**src/rtl/hpt_pkg.sv**
```systemverilog
// Shared constants and helpers of the humidity, pressure and temperature compensation block
`timescale 1ns / 1ps
package hpt_pkg;

   localparam int unsigned DIV_BITS = 32;
   localparam int unsigned TFINE_LAT = 5;
   localparam int unsigned PRESS_PRE = 8;
   localparam int unsigned PRESS_POST = 3;
   localparam int unsigned LAT = TFINE_LAT + PRESS_PRE + DIV_BITS + PRESS_POST;
   localparam int unsigned TEMP_DLY = LAT - TFINE_LAT - 1;
   localparam int unsigned HUM_DLY = LAT - TFINE_LAT - 12;

   localparam logic signed [31:0] TEMP_MIN = -32'sd4000;
   localparam logic signed [31:0] TEMP_MAX = 32'sd8500;
   localparam logic [31:0] PRESS_MIN = 32'd30000;
   localparam logic [31:0] PRESS_MAX = 32'd110000;
   localparam logic signed [31:0] HUM_E_MAX = 32'sd419430400;

   typedef enum logic [2:0] {
      CSR_TEMP_CALIB       = 3'd0,
      CSR_PRESS_CALIB_LOW  = 3'd1,
      CSR_PRESS_CALIB_HIGH = 3'd2,
      CSR_PRESS_CALIB_LAST = 3'd3,
      CSR_HUM_CALIB        = 3'd4
   } csr_index_type;

   // truncating signed division by 2^k
   function automatic logic signed [31:0] sdiv_p2(input logic signed [31:0] x,
                                                  input int unsigned k);
      logic [31:0] bias;
      logic signed [31:0] t;
      bias = (32'd1 << k) - 32'd1;
      t = x[31] ? x + $signed(bias) : x;
      return t >>> k;
   endfunction

   function automatic logic signed [31:0] sx16(input logic [15:0] v);
      return $signed({{16{v[15]}}, v});
   endfunction

   function automatic logic signed [31:0] sx12(input logic [11:0] v);
      return $signed({{20{v[11]}}, v});
   endfunction

   function automatic logic signed [31:0] sx8(input logic [7:0] v);
      return $signed({{24{v[7]}}, v});
   endfunction

endpackage

```
**src/rtl/hpt_temp.sv**
```systemverilog
// Temperature path: fine temperature term and clamped temperature
`timescale 1ns / 1ps
module hpt_temp
   import hpt_pkg::*;
(
   input  logic               clock,
   input  logic               en,
   input  logic [47:0]        temp_calib,
   input  logic [19:0]        raw_temperature,
   input  logic [19:0]        raw_pressure,
   input  logic [15:0]        raw_humidity,
   output logic signed [31:0] tfine,
   output logic [19:0]        rp_out,
   output logic [15:0]        rh_out,
   output logic signed [14:0] temp_out
);

   logic signed [31:0] t1, t2, t3;
   logic signed [31:0] a0_ff, b0_ff, am_ff, bb_ff, a1_ff, bq_ff, a2_ff, bm_ff, tfine_ff;
   logic signed [31:0] temp_in;
   logic signed [14:0] temp_ff;
   logic [19:0] rp_ff [TFINE_LAT];
   logic [15:0] rh_ff [TFINE_LAT];

   assign t1 = $signed({16'd0, temp_calib[15:0]});
   assign t2 = sx16(temp_calib[31:16]);
   assign t3 = sx16(temp_calib[47:32]);

   always_comb begin
      temp_in = sdiv_p2(tfine_ff * 32'sd5 + 32'sd128, 8);
      if (temp_in < TEMP_MIN) begin
         temp_in = TEMP_MIN;
      end else if (temp_in > TEMP_MAX) begin
         temp_in = TEMP_MAX;
      end
   end

   always_ff @(posedge clock) begin
      if (en) begin
         a0_ff <= $signed({12'd0, raw_temperature} >> 3) - (t1 <<< 1);
         b0_ff <= $signed({12'd0, raw_temperature} >> 4) - t1;
         am_ff <= a0_ff * t2;
         bb_ff <= b0_ff * b0_ff;
         a1_ff <= sdiv_p2(am_ff, 11);
         bq_ff <= sdiv_p2(bb_ff, 12);
         a2_ff <= a1_ff;
         bm_ff <= bq_ff * t3;
         tfine_ff <= a2_ff + sdiv_p2(bm_ff, 14);
         temp_ff <= temp_in[14:0];
         rp_ff[0] <= raw_pressure;
         rh_ff[0] <= raw_humidity;
         for (int i = 1; i < TFINE_LAT; i++) begin
            rp_ff[i] <= rp_ff[i-1];
            rh_ff[i] <= rh_ff[i-1];
         end
      end
   end

   assign tfine = tfine_ff;
   assign temp_out = temp_ff;
   assign rp_out = rp_ff[TFINE_LAT-1];
   assign rh_out = rh_ff[TFINE_LAT-1];

endmodule

```
**config.mk**
```make
export PLATFORM = sky130hd
export DESIGN_NAME = hpt_temp
export DESIGN_NICKNAME = d
export VERILOG_FILES = /design/src/rtl/hpt_pkg.sv /design/src/rtl/hpt_temp.sv
export SDC_FILE = /design/constraint.sdc
export NUM_CORES = 2
export LEC_CHECK = 0
export ABC_AREA = 1
export BUFFER_PORTS_ARGS = -buffer_cell sky130_fd_sc_hd__clkbuf_2
export CAP_MARGIN = 25
export CORE_ASPECT_RATIO = 0.6
export CORE_MARGIN = 2
export CORE_UTILIZATION = 65
export CTS_CLUSTER_SIZE = 20
export DETAILED_ROUTE_END_ITERATION = 8
export PLACE_DENSITY = 0.88
export SLEW_MARGIN = 20
export SYNTH_ARGS = -nofsm -noshare
export SYNTH_HDL_FRONTEND = slang
export SYNTH_SLANG_ARGS = --single-unit
```
**constraint.sdc**
```tcl
create_clock -name clock -period 15.6 [get_ports clock]
set_input_delay 2.34 -clock clock [delete_from_list [all_inputs] [get_ports clock]]
set_output_delay 2.34 -clock clock [all_outputs]
set_load 0.02 [all_outputs]
```
==> results.py <==
metrics = {
    "yosys": {
        "synth_top_area_frac": 0.345,
        "ys.flop_type": "edfxtp_1",
        "synth_seq_cells": 392,
        "syn_area_per_cell_sq_um": 9.42,
        "synth_area_sq_um": 50800,
        "synthArstFlopShare": 0,
        "syn-num-nets": 6780,
        "seq_area_frac_synth": 0.232,
        "synth_edf_count": 392,
        "netlist_top_cells_area": "fa_1, edfxtp_1, inv_1, ha_1, nand2_1",
        "ys_warn_count": 0,
        "synth_area_leader_cell": "fa_1",
        "netlist-cell-type-count": 46,
        "synth_cells": 5394,
    },
    "final_layout": {
        "layout_commonest_cell": "inv_1",
        "nets": 6841,
        "fillerInstances": 5422,
        "final_layout_size_suffix_gt1_frac": 0.0627,
        "final_cell_mix": "inv_1, nand2_1, fa_1",
        "synthToLayoutAreaGrowth_pct": 5.62,
        "antenna_cells": 0,
        "final_core_util": 0.693,
    },
    "sta": {
        "fin_crit_sh": 0.548,
        "tns_ns": 0,
        "max_freq_mhz": 117,
        "rsz0062_at_grt": "false",
        "tightestPinTransition_ns": 1.00,
        "clock_skew_ns": 0.0453,
        "slew_headroom": 0.332,
        "slew_viol_final": 0,
        "hold_slack_ns": 0.400,
        "setup_viol": 0,
        "hold_viol_final": 0,
        "min_period_ns": 8.55,
    },
    "drt": {
        "ant_nets": 0,
        "drt-initial-drc-count": 3623,
        "wire_per_inst_um": 17.9,
        "drc": 0,
        "dr.pass1.iters": 6,
        "vias_per_cell": 5.49,
        "routed-via-count": 35900,
        "wirelength_mm": 117,
    },
    "worst_setup_path": {
        "ff2ff_setup_slack_ns": 7.35,
        "path_buf_inv": 6,
        "r2r-end": "bb_ff[30]",
        "max_stage_delay_ns": 0.69,
        "cp_slowest_cell": "fa_1",
        "cp.arrival_ns": 8.93,
        "cpLargestDelayFamily": "adder cells",
        "critical_path_class": "input pin to flop",
        "reg2reg_depth": 30,
        "endpoint": "bm_ff[31]",
        "critPathRequiredTime_ns": 15.98,
        "cp_common_cell": "fa_1",
        "crit_fanout": 20,
        "end_kind": "flop",
        "reg2reg_from": "a0_ff[1]",
        "critical_path.startpoint": "temp_calib[33]",
        "worst-path-stages": 25,
        "start_kind": "input pin",
    },
    "floorplan": {
        "die_h_um": 221,
        "core_area_sq_um": 77400,
        "initial_core_util": 0.656,
        "top_level_ports": 189,
        "die_area_sq_um": 80500,
        "die_w_um": 365,
        "num_rows": 79,
    },
    "clock_network": {
        "h-tree-depth": 2,
        "cts_made_buffers": 39,
        "cts_num_sinks": 392,
        "tritoncts": "done",
        "post_cts_buffers": 0,
        "clock_path_buffers": 3,
        "cts-resized-gates": 0,
        "cts_hold_buffers": 0,
        "clock_latency_ns": 0.61,
        "cts.root.buffer_cell": "clkbuf_16",
        "cts.clk_slew.worst_paths_ns": 0.07,
    },
    "worst_hold_path": {
        "hold_class": "flop to flop",
        "hold_depth": 0,
    },
    "placement": {
        "io_buffers": 185,
        "place_hpwl_mm": 91.7,
        "gp_congestion": 0.950,
    },
    "grt": {
        "first_global_vias": 38400,
        "grt_start_max_net_pins": 91,
        "grt_pass1_wl_mm": 192,
        "grt_overflow": 0,
        "track_usage": 0.304,
        "antenna_found_initial": 0,
    },
    "outcome": {
        "status": "complete, no violations",
    },
    "run": {
        "cap_violations": 0,
    },
}
[registers in the layout, indices dropped and copies added (netlist names)]
register / flops
rp_ff: 100
rh_ff: 80
am_ff: 32
bm_ff: 32
bb_ff: 31
tfine: 22
a1_ff: 21
a2_ff: 21
bq_ff: 20
a0_ff: 18
temp_out: 15
[cells by family after synthesis]
logic type      Yosys count  share of synthesized area
buf+inv                1697                      0.129
simple gates           1482                      0.120
fa+ha+maj              1280                      0.445
flops                   392                      0.232
compound gates          290                     0.0314
xor+xnor                253                     0.0436
[layer usage]
metal  up-vias  share of wire  global-route usage
met5         -              0                   0
li1      16100              -                   -
met3       312           0.12              0.0750
met4         0          0.030              0.0905
met1     17500           0.39               0.424
met2      2041           0.45               0.476
[how the worst min path moves through the flow]
| stage | start | end | slack [ns] |
|---|---|---|---|
| floorplan | a1_ff[0] | a2_ff[0] | 0.40 |
| global placement | rp_ff[0][64] | rp_ff[0][84] | 0.40 |
| detailed placement | a1_ff[13] | a2_ff[13] | 0.40 |
| CTS | a1_ff[6] | a2_ff[6] | 0.40 |
| global route | a1_ff[6] | a2_ff[6] | 0.42 |
| finish | a1_ff[6] | a2_ff[6] | 0.40 |
[metrics by stage]
stage / cell area [sq um] / std cells / worst slack (ns)
6_report: 53600 / 6538 / 7.05
5_1_grt: 53600 / 6538 / 6.76
4_1_cts: 53600 / 6536 / 7.29
3_5_place_dp: 52300 / 6465 / 6.71
3_3_place_gp: 52300 / 6465 / 6.81
2_1_floorplan: 50800 / 5394 / 7.66
[synthesized netlist by cell type, drive strengths merged (23+ instances only)]
| cell type | number |
|---|---|
| nand4 | 42 |
| nand2 | 1125 |
| fa | 876 |
| clkbuf | 136 |
| inv | 1503 |
| edfxtp | 392 |
| nor2 | 162 |
| a21oi | 164 |
| o21ai | 70 |
| buf | 57 |
| xor2 | 154 |
| xnor2 | 99 |
| nand3 | 93 |
| nor3 | 23 |
| ha | 404 |
[worst register-to-register path, delay by kind of cell, from the launching register on]
family	cells	cell delay (ns)
simple gates	10	1.58
fa+ha+maj	9	4.33
compound gates	2	0.24
buf+inv	8	1.40
xor+xnor	1	0.12
flops	1	0.35
[final cells by class]
cell class	count	area, sq um	area share
clock inverter	29	269	0.00501
multi-input combinational	3305	32500	0.605
timing repair buffer	213	1190	0.0221
inverter	1504	5650	0.105
sequential	392	11800	0.219
clock buffer	42	987	0.0184
tap	1053	1320	0.0246
Power is left out: the tool's default activity adds up to more than one toggle a clock period on the data nets, which glitch-free logic cannot reach.
